[src/rtl/core/mafs_pkg.sv]
// Package: shared types, constants and header decode tables for the frame sync decoder.
package mafs_pkg;

  localparam int SkipCountBits = 24;
  localparam int SkipOutBits   = 24;

  localparam logic [31:0] SYNC_WORD_BITS = 32'hFFE00000;
  localparam logic [31:0] TEMPLATE_MASK  = 32'hFFFF0C00;

  localparam logic [1:0] REG_TEMPLATE   = 2'd0;
  localparam logic [1:0] REG_MAX_SEARCH = 2'd1;

  localparam logic STATUS_FOUND   = 1'b0;
  localparam logic STATUS_OVERRUN = 1'b1;

  // Classified item passed from the front part to the back part.
  typedef struct packed {
    logic                   overrun;
    logic [SkipOutBits-1:0] skip;
    logic [31:0]            header;
  } mafs_cand_t;

  typedef struct packed {
    logic                   status;
    logic [SkipOutBits-1:0] skipped_bytes;
    logic [31:0]            header_word;
    logic [1:0]             mpeg_version;
    logic [1:0]             layer_index;
    logic [8:0]             bitrate_kbps;
    logic [15:0]            sample_rate_hz;
    logic [10:0]            frame_bytes;
    logic [6:0]             frame_time_ms;
  } mafs_result_t;

  function automatic logic header_ok(input logic [31:0] h);
    logic ok;
    ok = ((h & SYNC_WORD_BITS) == SYNC_WORD_BITS);
    if (h[20:19] == 2'b01) ok = 1'b0;
    if (h[18:17] == 2'b00) ok = 1'b0;
    if (h[15:12] == 4'hF || h[15:12] == 4'h0) ok = 1'b0;
    if (h[11:10] == 2'b11) ok = 1'b0;
    if (h[19] && h[18:17] == 2'b11 && h[16]) ok = 1'b0;
    if (h[31:16] == 16'hFFFE) ok = 1'b0;
    return ok;
  endfunction

  function automatic logic [8:0] rate_lookup(input logic tab, input logic [1:0] lay,
                                             input logic [3:0] bi);
    logic [8:0] r;
    r = 9'd0;
    if (!tab && lay == 2'd0) begin
      r = (bi == 4'd15) ? 9'd0 : {bi, 5'd0};
    end else if (!tab && lay == 2'd1) begin
      case (bi)
        4'd1: r = 9'd32;   4'd2: r = 9'd48;   4'd3: r = 9'd56;   4'd4: r = 9'd64;
        4'd5: r = 9'd80;   4'd6: r = 9'd96;   4'd7: r = 9'd112;  4'd8: r = 9'd128;
        4'd9: r = 9'd160;  4'd10: r = 9'd192; 4'd11: r = 9'd224; 4'd12: r = 9'd256;
        4'd13: r = 9'd320; 4'd14: r = 9'd384;
        default: r = 9'd0;
      endcase
    end else if (!tab) begin
      case (bi)
        4'd1: r = 9'd32;   4'd2: r = 9'd40;   4'd3: r = 9'd48;   4'd4: r = 9'd56;
        4'd5: r = 9'd64;   4'd6: r = 9'd80;   4'd7: r = 9'd96;   4'd8: r = 9'd112;
        4'd9: r = 9'd128;  4'd10: r = 9'd160; 4'd11: r = 9'd192; 4'd12: r = 9'd224;
        4'd13: r = 9'd256; 4'd14: r = 9'd320;
        default: r = 9'd0;
      endcase
    end else if (lay == 2'd0) begin
      case (bi)
        4'd1: r = 9'd32;   4'd2: r = 9'd48;   4'd3: r = 9'd56;   4'd4: r = 9'd64;
        4'd5: r = 9'd80;   4'd6: r = 9'd96;   4'd7: r = 9'd112;  4'd8: r = 9'd128;
        4'd9: r = 9'd144;  4'd10: r = 9'd160; 4'd11: r = 9'd176; 4'd12: r = 9'd192;
        4'd13: r = 9'd224; 4'd14: r = 9'd256;
        default: r = 9'd0;
      endcase
    end else begin
      case (bi)
        4'd1: r = 9'd8;    4'd2: r = 9'd16;   4'd3: r = 9'd24;   4'd4: r = 9'd32;
        4'd5: r = 9'd40;   4'd6: r = 9'd48;   4'd7: r = 9'd56;   4'd8: r = 9'd64;
        4'd9: r = 9'd80;   4'd10: r = 9'd96;  4'd11: r = 9'd112; 4'd12: r = 9'd128;
        4'd13: r = 9'd144; 4'd14: r = 9'd160;
        default: r = 9'd0;
      endcase
    end
    return r;
  endfunction

  function automatic logic [15:0] fs_lookup(input logic [1:0] ver, input logic [1:0] fi);
    logic [15:0] f;
    f = 16'd0;
    case ({ver, fi})
      4'b0000: f = 16'd11025; 4'b0001: f = 16'd12000; 4'b0010: f = 16'd8000;
      4'b0100: f = 16'd44100; 4'b0101: f = 16'd48000; 4'b0110: f = 16'd32000;
      4'b1000: f = 16'd22050; 4'b1001: f = 16'd24000; 4'b1010: f = 16'd16000;
      default: f = 16'd0;
    endcase
    return f;
  endfunction

endpackage

[src/rtl/core/mafs_front.sv]
// Front part: byte window, search counter, limit test and header classification.
module mafs_front (
  input  logic                     clk,
  input  logic                     rst,
  input  logic                     in_valid,
  input  logic [7:0]               data_byte,
  input  logic                     restart,
  input  logic [31:0]              template_header,
  input  logic [23:0]              max_search,
  output logic                     cand_valid,
  output mafs_pkg::mafs_cand_t     cand
);

  localparam int CB = mafs_pkg::SkipCountBits;
  localparam logic [CB-1:0] CNT_MAX = {CB{1'b1}};

  logic [31:0]   header_window;
  logic [CB-1:0] bytes_in_search;
  logic [31:0]   win_base, win_new, tmpl;
  logic [CB-1:0] prev, cnt_inc;
  logic          checked, overrun, match;
  logic [CB-1:0] skip_full;

  // Limit test in a common 33-bit domain so any counter width compares cleanly.
  always_comb begin
    win_base  = restart ? 32'd0 : header_window;
    prev      = restart ? '0 : bytes_in_search;
    win_new   = {win_base[23:0], data_byte};
    cnt_inc   = (prev == CNT_MAX) ? prev : prev + 1'b1;
    checked   = (prev >= CB'(3));
    overrun   = checked && (max_search != 24'd0) && (33'(prev) >= 33'(max_search));
    tmpl      = template_header & mafs_pkg::TEMPLATE_MASK;
    match     = checked && mafs_pkg::header_ok(win_new) &&
                (tmpl == 32'd0 || (win_new & mafs_pkg::TEMPLATE_MASK) == tmpl);
    skip_full = cnt_inc - CB'(4);
  end

  always_ff @(posedge clk) begin
    if (rst) begin
      header_window   <= 32'd0;
      bytes_in_search <= '0;
      cand_valid      <= 1'b0;
    end else begin
      cand_valid <= 1'b0;
      if (in_valid) begin
        if (overrun || match) begin
          header_window   <= 32'd0;
          bytes_in_search <= '0;
          cand_valid      <= 1'b1;
        end else begin
          header_window   <= win_new;
          bytes_in_search <= cnt_inc;
        end
      end
    end
  end

  always_ff @(posedge clk) begin
    if (in_valid) begin
      cand.overrun <= overrun;
      cand.header  <= win_new;
      if (33'(skip_full) > 33'(24'hFFFFFF)) cand.skip <= 24'hFFFFFF;
      else cand.skip <= 24'(skip_full);
    end
  end

endmodule

[src/rtl/core/mafs_back.sv]
// Back part: queue of candidates and serial frame length/time computation.
module mafs_back (
  input  logic                     clk,
  input  logic                     rst,
  input  logic                     cand_valid,
  input  mafs_pkg::mafs_cand_t     cand,
  output logic                     q_full,
  output logic                     res_valid,
  input  logic                     res_pop,
  output mafs_pkg::mafs_result_t   res
);

  localparam logic [1:0] ST_IDLE = 2'd0;
  localparam logic [1:0] ST_MUL  = 2'd1;
  localparam logic [1:0] ST_DIV  = 2'd2;
  localparam logic [1:0] ST_DONE = 2'd3;

  // Two-entry candidate queue.
  mafs_pkg::mafs_cand_t qmem [2];
  logic       wp, rp;
  logic [1:0] qcnt;
  logic       deq;

  logic [1:0]  state;
  mafs_pkg::mafs_cand_t cur;
  mafs_pkg::mafs_result_t res_next;
  logic [1:0]  ver, lay;
  logic        tab;
  logic [8:0]  br;
  logic [15:0] fs;
  logic [16:0] dv;
  logic [27:0] num_fb, rem_fb;
  logic [20:0] num_ft, rem_ft;
  logic [10:0] q_fb;
  logic [6:0]  q_ft;
  logic [4:0]  step;
  logic        load;

  assign q_full = (qcnt == 2'd2);
  assign deq    = (state == ST_IDLE) && (qcnt != 2'd0);
  assign load   = (state == ST_DONE) && (!res_valid || res_pop);

  always_ff @(posedge clk) begin
    if (cand_valid) qmem[wp] <= cand;
  end

  always_ff @(posedge clk) begin
    if (rst) begin
      wp <= 1'b0; rp <= 1'b0; qcnt <= 2'd0;
    end else begin
      if (cand_valid) wp <= ~wp;
      if (deq) rp <= ~rp;
      qcnt <= qcnt + {1'b0, cand_valid} - {1'b0, deq};
    end
  end

  // Long division: one bit per cycle; time quotient bits in later steps.
  logic [28:0] t_fb;
  logic [21:0] t_ft;
  logic [27:0] sh_fb;
  logic [20:0] sh_ft;
  always_comb begin
    sh_fb = {rem_fb[26:0], num_fb[27]};
    sh_ft = {rem_ft[19:0], num_ft[20]};
    t_fb  = {1'b0, sh_fb} - {12'd0, dv};
    t_ft  = {1'b0, sh_ft} - {5'd0, dv};
  end

  always_ff @(posedge clk) begin
    if (rst) begin
      state     <= ST_IDLE;
      res_valid <= 1'b0;
    end else begin
      if (load) res_valid <= 1'b1;
      else if (res_pop) res_valid <= 1'b0;
      case (state)
        ST_IDLE: if (deq) state <= ST_MUL;
        ST_MUL:  state <= cur.overrun ? ST_DONE : ST_DIV;
        ST_DIV:  if (step == 5'd27) state <= ST_DONE;
        ST_DONE: if (load) state <= ST_IDLE;
        default: state <= ST_IDLE;
      endcase
    end
  end

  always_ff @(posedge clk) begin
    case (state)
      ST_IDLE: begin
        cur <= qmem[rp];
      end
      ST_MUL: begin
        num_fb <= 28'(br) * ((lay == 2'd0) ? 28'd48000 : 28'd144000);
        num_ft <= (lay == 2'd0) ? 21'd384000 : 21'd1152000;
        rem_fb <= '0; rem_ft <= '0;
        q_fb   <= '0; q_ft   <= '0;
        step   <= 5'd0;
        dv     <= (fs == 16'd0) ? 17'd1 : (tab ? {fs, 1'b0} : {1'b0, fs});
      end
      ST_DIV: begin
        num_fb <= {num_fb[26:0], 1'b0};
        if (!t_fb[28]) begin rem_fb <= t_fb[27:0]; q_fb <= {q_fb[9:0], 1'b1}; end
        else begin rem_fb <= sh_fb; q_fb <= {q_fb[9:0], 1'b0}; end
        step <= step + 5'd1;
        if (step >= 5'd7) begin
          num_ft <= {num_ft[19:0], 1'b0};
          if (!t_ft[21]) begin rem_ft <= t_ft[20:0]; q_ft <= {q_ft[5:0], 1'b1}; end
          else begin rem_ft <= sh_ft; q_ft <= {q_ft[5:0], 1'b0}; end
        end
      end
      ST_DONE: begin
        if (load) res <= res_next;
      end
      default: ;
    endcase
  end

  always_comb begin
    case (cur.header[20:19])
      2'b11:   begin ver = 2'd1; tab = 1'b0; end
      2'b10:   begin ver = 2'd2; tab = 1'b1; end
      default: begin ver = 2'd0; tab = 1'b1; end
    endcase
    lay = (cur.header[18:17] == 2'b00) ? 2'd2 : 2'(2'd3 - cur.header[18:17]);
    br  = mafs_pkg::rate_lookup(tab, lay, cur.header[15:12]);
    fs  = mafs_pkg::fs_lookup(ver, cur.header[11:10]);
  end

  // An overrun result carries only its status; every other field is zero.
  always_comb begin
    res_next = '0;
    if (cur.overrun) begin
      res_next.status = mafs_pkg::STATUS_OVERRUN;
    end else begin
      res_next.status         = mafs_pkg::STATUS_FOUND;
      res_next.skipped_bytes  = cur.skip;
      res_next.header_word    = cur.header;
      res_next.mpeg_version   = ver;
      res_next.layer_index    = lay;
      res_next.bitrate_kbps   = br;
      res_next.sample_rate_hz = fs;
      res_next.frame_bytes    = q_fb + {10'd0, cur.header[9]};
      res_next.frame_time_ms  = q_ft;
    end
  end

endmodule

[src/rtl/core/mpeg_audio_frame_sync_decoder.sv]
// Top level: MPEG audio frame header sync search with decoded header results.
// One byte per cycle; full holds the input off the cycle after a search ends and while both
// queue entries are taken. A found header reaches the result ports after the 28-step serial
// divider computes frame length and time; an overrun result skips the divider.
// The back part works on one candidate at a time and takes the next only once its result is loaded.
// Synchronous active-high reset clears the window, counter, queue, control state and configuration registers.
module mpeg_audio_frame_sync_decoder (
  input  logic        clk,
  input  logic        rst,
  input  logic        push,
  output logic        full,
  input  logic [7:0]  data_byte,
  input  logic        restart,
  input  logic        cfg_we,
  input  logic [1:0]  cfg_index,
  input  logic [31:0] cfg_data,
  output logic        empty,
  input  logic        pop,
  output logic        status,
  output logic [23:0] skipped_bytes,
  output logic [31:0] header_word,
  output logic [1:0]  mpeg_version,
  output logic [1:0]  layer_index,
  output logic [8:0]  bitrate_kbps,
  output logic [15:0] sample_rate_hz,
  output logic [10:0] frame_bytes,
  output logic [6:0]  frame_time_ms
);

  logic [31:0] template_header;
  logic [23:0] max_search;
  logic        cand_valid, q_full, q_full_raw, res_valid, accept;
  mafs_pkg::mafs_cand_t   cand;
  mafs_pkg::mafs_result_t res;

  always_ff @(posedge clk) begin
    if (rst) begin
      template_header <= 32'd0;
      max_search      <= 24'd0;
    end else if (cfg_we) begin
      if (cfg_index == mafs_pkg::REG_TEMPLATE) template_header <= cfg_data;
      else if (cfg_index == mafs_pkg::REG_MAX_SEARCH) max_search <= cfg_data[23:0];
    end
  end

  // Also hold input off while a candidate enters the queue, so a candidate in flight always finds room.
  logic q_almost;
  assign full   = q_full || q_almost;
  assign accept = push && !full;

  mafs_front u_front (
    .clk, .rst, .in_valid(accept), .data_byte, .restart,
    .template_header, .max_search, .cand_valid, .cand
  );

  mafs_back u_back (
    .clk, .rst, .cand_valid, .cand, .q_full(q_full_raw), .res_valid,
    .res_pop(pop), .res
  );

  assign q_full   = q_full_raw;
  assign q_almost = cand_valid;

  assign empty          = !res_valid;
  assign status         = res.status;
  assign skipped_bytes  = res.skipped_bytes;
  assign header_word    = res.header_word;
  assign mpeg_version   = res.mpeg_version;
  assign layer_index    = res.layer_index;
  assign bitrate_kbps   = res.bitrate_kbps;
  assign sample_rate_hz = res.sample_rate_hz;
  assign frame_bytes    = res.frame_bytes;
  assign frame_time_ms  = res.frame_time_ms;

  a_no_accept_when_full: assert property (@(posedge clk) disable iff (rst)
    full |-> !accept) else $error("byte accepted while full");
  a_overrun_zero: assert property (@(posedge clk) disable iff (rst)
    (!empty && status) |-> (header_word == 32'd0 && frame_bytes == 11'd0))
    else $error("overrun result carries data");
  a_result_held: assert property (@(posedge clk) disable iff (rst)
    (!empty && !pop) |=> (!empty && $stable(status) && $stable(header_word)))
    else $error("waiting result changed");

endmodule
[config.mk]
export PLATFORM = sky130hd
export DESIGN_NAME = mpeg_audio_frame_sync_decoder
export DESIGN_NICKNAME = d
export VERILOG_FILES = /design/src/rtl/core/mafs_pkg.sv /design/src/rtl/core/mafs_front.sv /design/src/rtl/core/mafs_back.sv /design/src/rtl/core/mpeg_audio_frame_sync_decoder.sv
export SDC_FILE = /design/constraint.sdc
export NUM_CORES = 1
export LEC_CHECK = 0
export CORE_ASPECT_RATIO = 0.6
export CORE_MARGIN = 4
export CORE_UTILIZATION = 40
export CTS_CLUSTER_DIAMETER = 40
export CTS_CLUSTER_SIZE = 25
export DETAILED_ROUTE_END_ITERATION = 7
export DONT_BUFFER_PORTS = 1
export SYNTH_ARGS = -nofsm -noshare
export SYNTH_HDL_FRONTEND = slang
export SYNTH_SLANG_ARGS = --single-unit
export TNS_END_PERCENT = 10
[constraint.sdc]
create_clock -name clk -period 7.93 [get_ports clk]
set_clock_uncertainty 0.1 [all_clocks]
set_input_delay 1.586 -clock clk [delete_from_list [all_inputs] [get_ports clk]]
set_output_delay 1.586 -clock clk [all_outputs]
set_load 0.1 [all_outputs]
# After elaboration in Yosys (flattened, before gate mapping)
# Memory sizes are Yosys's and may differ from the RTL's. A register that Yosys moved wholly into a read port is not among the register bits.
# Cells that the tools add are included.
# op_classes
addsub,9
n_mul,1
div,0
n_lt_le_gt_ge,3
n_eq_ne,22
shift,0
mux,46
bitwise_logic,4
n_reduce_logical,37
# ops
operator,count
2-to-1 mux 24 bit,5
one-hot mux 28 bit (2 select lines),1
one-hot mux 27 bit (2 select lines),1
2-to-1 mux 9 bit,5
2-to-1 mux 21 bit,2
one-hot mux 21 bit (2 select lines),1
2-to-1 mux 20 bit,2
one-hot mux 20 bit (2 select lines),1
zero test 32 bit,1
subtractor 28 x 17 -> 29 bit,1
multiplier 9 x 28 -> 28 bit,1
2-to-1 mux 27 bit,1
adder 24 x 1 -> 24 bit (second input constant),1
equality test 24 bit (second input constant),1
>= comparator 24 x 2 -> 1 bit (second input constant),1
>= comparator 24 bit,1
nonzero test 24 bit,1
subtractor 24 x 3 -> 24 bit (second input constant),1
one-hot mux 11 bit (2 select lines),1
subtractor 21 x 17 -> 22 bit,1
equality test 18 bit,1
2-to-1 mux 18 bit,1
equality test 16 bit (second input constant),1
zero test 16 bit,1
other kinds (30),88
# word_totals
regBits,409
latchBits,0
mem_bits_rw,114
romBits,608
inputBits,48
output_inout_bits,106
elab_cells,159
mem_count,6
# mem_list
memory,depth,word_bits,read_ports,rd_ports_with_merged_regs,wr,line,text
(name not given),16,15,1,0,0,mafs_pkg.sv:92,"case ({ver, fi})"
u_back.qmem,2,57,1,1,1,mafs_back.sv:19,mafs_pkg::mafs_cand_t qmem [2];
(name not given),16,6,1,0,0,mafs_pkg.sv:54,case (bi)
(name not given),16,6,1,0,0,mafs_pkg.sv:62,case (bi)
(name not given),16,6,1,0,0,mafs_pkg.sv:70,case (bi)
(name not given),16,5,1,0,0,mafs_pkg.sv:78,case (bi)

# Depth between registers and ports, before layout
# logic_depth
depth_word,12
depth_mapped,28
ltp_nobuf,28

# By module
# Synthesis repeated with hierarchy kept, for this count alone.
# unflattened
cells_unflattened,2321
hier_area_um2,27506.4
# modules_own_cells
mod,n_inst,cells_each,area_per_inst_um2,seq_area_each_um2
mafs_back,1,1469,18985.7,11731.3
mafs_front,1,628,6157.2,2692.6
mpeg_audio_frame_sync_decoder,1,224,2363.5,1121.1

# Worst setup path after synthesis
# Ideal clock, no wire load.
# synth_path
path_type,input to register
start,input port pop
end,"register, netlist name u_back.res[0]"
setup_time_ns,0.569
t_arrival_ns,6.026
required_ns,7.261
slack_ns,1.235
cell_stages,2
path_buffers,0
path_cell_list,nor2_1 -> nor2b_1
# synth_via
elab_chain_len,3
# synth_lines
item,line,text
from (decl),mpeg_audio_frame_sync_decoder.sv:18,"input logic pop,"
logical OR 1 bit,mafs_back.sv:41,assign load = (state == ST_DONE) && (!res_valid || res_pop);
logical AND 1 bit,mafs_back.sv:41,
net u_back.load,mafs_back.sv:37,logic load;
AND reduction 2 bit (no line),--,
# The timed path passes the listed nets, and every way through them passes these cells.
# A chain may end at the register's enable or synchronous reset.

# Worst setup path in the final report
# layout_path
start,"register, netlist name u_back.cur[20]"
end,"register u_back.num_fb[25], data pin"
# layout_via
elab_chain_len,6
word_cells_on_any_way,8
classes_between,1 x mul; 1 x eq/ne; 4 x mux; 2 x reduce/logical
# layout_lines
item,line,text
equality test 2 bit (*),mafs_back.sv:118,case (cur.header[20:19])
2-to-1 mux 9 bit or logical AND 1 bit (tied branches),"mafs_pkg.sv:61, mafs_pkg.sv:53",
2-to-1 mux 9 bit,mafs_pkg.sv:53,end else if (!tab && lay == 2'd1) begin
2-to-1 mux 9 bit (*),mafs_pkg.sv:51,if (!tab && lay == 2'd0) begin
net u_back.br[8],mafs_back.sv:29,logic [8:0] br;
multiplier 9 x 28 -> 28 bit (*),mafs_back.sv:92,num_fb <= 28'(br) * ((lay == 2'd0) ? 28'd48000 : 28'd144000);
one-hot mux 28 bit (2 select lines) (*),mafs_back.sv:87,case (state)
to (signal assigned),mafs_back.sv:92,
to (signal assigned),mafs_back.sv:100,"num_fb <= {num_fb[26:0], 1'b0};"
to (decl),mafs_back.sv:32,"logic [27:0] num_fb, rem_fb;"
# The timed path passes the listed nets; every way through them passes the cells marked *.

==> impl_metrics.tcl <==
set metrics [dict create \
    die_x_um 338 \
    peakVddDrop_mv 0.311 \
    syn_area_um2 26200 \
    regArea_um2 15300 \
    clock_latency_ns 0.64 \
    cts_buffer_depth 3 \
    nets 2412 \
    maxSlewViolCount 0 \
    rr_endpoint "u_back.num_fb[25]$_DFFE_PP_" \
    crit_path_start "u_back.cur[20]$_DFFE_PN_" \
    slew_headroom_pct 24.1 \
    drive_above_1_share_pct 10.0 \
    vias_per_cell 5.38 \
    crit_end "u_back.num_fb[25]$_DFFE_PP_" \
    fin_crit_sh_pct 86.0 \
    synthFlopType "edfxtp_1" \
    fill_cells 5856 \
    cp_max_fo 19 \
    hold_start "u_front.cand[17]$_DFFE_PP_" \
    yosysSeqAreaShare_pct 58.3 \
    drt_iter0_drc 1457 \
    tns_ns 0 \
    synth_edf_count 443 \
    ctsResizeCount 0 \
    antenna_found_initial 6 \
    synth.distinct_cells 92 \
    clock-sinks 541 \
    dp_slack_ns 1.10 \
    die_h_um 206 \
    grt_pass1_vias 16200 \
    synth_seq_cells 541 \
    wl_per_cell_um 19.5 \
    cts_root_buf "clkbuf_16" \
    dieArea_um2 69700 \
    r2r_start "u_back.cur[20]$_DFFE_PN_" \
    yosysMostFrequentCell "edfxtp_1" \
    grtUsageTotal_pct 17.3 \
    synth_area_leaders "edfxtp_1 (51%), dfxtp_1 (7.5%), ha_1 (5.8%), nand2_1 (3.6%), nor2b_1 (3.0%)" \
    status "finished clean" \
    cts_tree "yes" \
    wl_um 61100 \
    ant_nets 0 \
    synth_top_area_share_pct 50.8 \
    busiest_layer "met1" \
    worst_ep_required_time_ns 8.19 \
    p_per_area_nw_per_um2 451 \
    setup_violations 0 \
    power.leakage_nw 10.5 \
    clk_pin_slew_worst_paths_ns 0.07 \
    numCtsBuffers 59 \
    ff2ff_setup_slack_ns 1.11 \
    ys_warn_count 0 \
    synth_cells 2232 \
    htreeDepth 2 \
    grt_use_met1_pct 26.7 \
    finalHoldViolations 0 \
    max_freq_mhz 147 \
    holdBufCountCts 0 \
    post_cts_buffers 0 \
    layout_min_cycle_time_ns 6.82 \
    grt_start_max_net_pins 81 \
    drtPass1Iterations 5 \
    initial_core_util_pct 40.5 \
    rsz0062_at_grt "false" \
    layout_setup_ws_ns 1.11 \
    synth_largest_area_cell "edfxtp_1" \
    design.core.area_um2 64600 \
    rows 72 \
    vias 16800 \
    synthArstFlopShare_pct 0 \
    holdCritPathClass "flip-flop to flip-flop" \
    hpwl_um 41600 \
    finalWeightedCongestion 0.859 \
    cp-end-kind "flip-flop" \
    synthTopCellsByCount "edfxtp_1 (443), nand2_1 (250), nor2_1 (175)" \
    crit_type "flip-flop to flip-flop" \
    area_growth_pct 11.3 \
    use_met3_pct 4.24 \
    multi_input_area_um2 10100 \
    crit_path_start_kind "flip-flop" \
    r2r_cells 22 \
    utilization_pct 45.1 \
    max-cap-violations 0 \
    syn_avg_cell_area_um2 11.7 \
    tightest_slew_ns 1.14 \
    critPathArrivalTime_ns 7.08 \
    io_pins 154 \
    p_total_mw 13.1 \
    io_buffers 0 \
    grt_use_met2_pct 23.9 \
    worstHoldPathCells 0 \
    drc_errors 0 \
    grt_overflow_total 0 \
    holdWs_ns 0.345 \
    grt_pass1_wl_um 94600 \
]
[where the power goes]
part / leakage, nW / total, mW / switching (mW) / internal, mW
combinational: 4.53 / 5.23 / 3.15 / 2.08
sequential: 4.97 / 5.00 / 0.770 / 4.23
clock: 1.02 / 2.90 / 1.33 / 1.56
[worst min-delay path by stage]
stage	endpoint
final	u_back.qmem[1][17]$_DFFE_PP_
after global routing	u_back.qmem[0][40]$_DFFE_PP_
after CTS	u_back.qmem[1][23]$_DFFE_PP_
after detailed placement	u_back.qmem[0][23]$_DFFE_PP_
after global placement	u_back.qmem[1][56]$_DFFE_PP_
after floorplan	u_back.qmem[0][0]$_DFFE_PP_
[kinds of logic after synthesis]
| logic type | count (synthesis) | synth area share [%] |
|---|---|---|
| AO/OA/AOI/OAI | 370 | 8.68 |
| other | 1 | 0.0143 |
| multiplexers | 81 | 3.41 |
| adder cells (fa/ha/maj) | 144 | 7.52 |
| XOR/XNOR | 105 | 3.69 |
| flip-flops | 541 | 58.3 |
| buffers and inverters | 217 | 3.35 |
| AND/OR/NAND/NOR | 773 | 15.0 |
[cell type report]
class / instances / share of cell area (%)
tap: 851 / 3.66
inverter: 122 / 1.58
multi-input combinational: 1482 / 34.6
antenna: 3 / 0.0258
clock inverter: 48 / 1.95
clock buffer: 64 / 5.28
sequential: 541 / 52.4
timing repair buffer: 14 / 0.430
[per-layer routing]
layer	routed length [um]	vias to the layer above
li1	-	7989
met1	30800	8249
met2	24300	481
met3	4670	88
met4	1350	0
met5	0	-
[through the flow]
step | cell area [um2] | instances
floorplan | 26200 | 2240
global placement | 27000 | 3010
detailed placement | 27000 | 3010
CTS | 29100 | 3122
global route | 29100 | 3123
finish | 29100 | 3125
[flip-flops by register name, indices dropped and copies added (netlist names)]
register	count
max_search	24
template_header	18
u_back.cur	57
u_back.dv	17
u_back.num_fb	18
u_back.num_ft	11
u_back.q_fb	11
u_back.q_ft	7
u_back.qcnt	2
u_back.qmem	114
u_back.rem_fb	27
u_back.rem_ft	20
u_back.res	99
u_back.res_valid	1
u_back.rp	1
u_back.state	2
u_back.step	5
u_back.wp	1
u_front.bytes_in_search	24
u_front.cand	57
u_front.cand_valid	1
u_front.header_window	24
[cells in the final DEF, fill, tap and decap left out, types with 57 or more instances in the layout]
| cell type | count |
|---|---|
| o21ai_0 | 87 |
| nor2_1 | 175 |
| clkbuf_16 | 61 |
| dfxtp_1 | 97 |
| edfxtp_1 | 443 |
| nor2b_1 | 124 |
| nand2_1 | 250 |
| xnor2_1 | 57 |
| ha_1 | 120 |
| inv_1 | 118 |
| mux2_2 | 63 |
| a21oi_1 | 136 |
[worst max-delay path: stages (launching register included)]
cell and delay, ns:
edfxtp_1 0.68, clkinv_1 0.36, nor2_1 0.56, nand2_1 0.10, o21ai_0 0.16, a21oi_1 0.08, nor2b_1 0.46, fa_1 0.52
inv_1 0.10, fa_1 0.39, inv_1 0.09, fa_1 0.43, ha_1 0.33, ha_1 0.30, a21o_1 0.18, a21oi_1 0.22
o21ai_0 0.13, a21oi_1 0.25, o21bai_1 0.13, a41o_1 0.27, o41ai_1 0.45, xnor2_1 0.17, o21ai_0 0.09
Note: power is estimated with default switching activity, not from simulation.
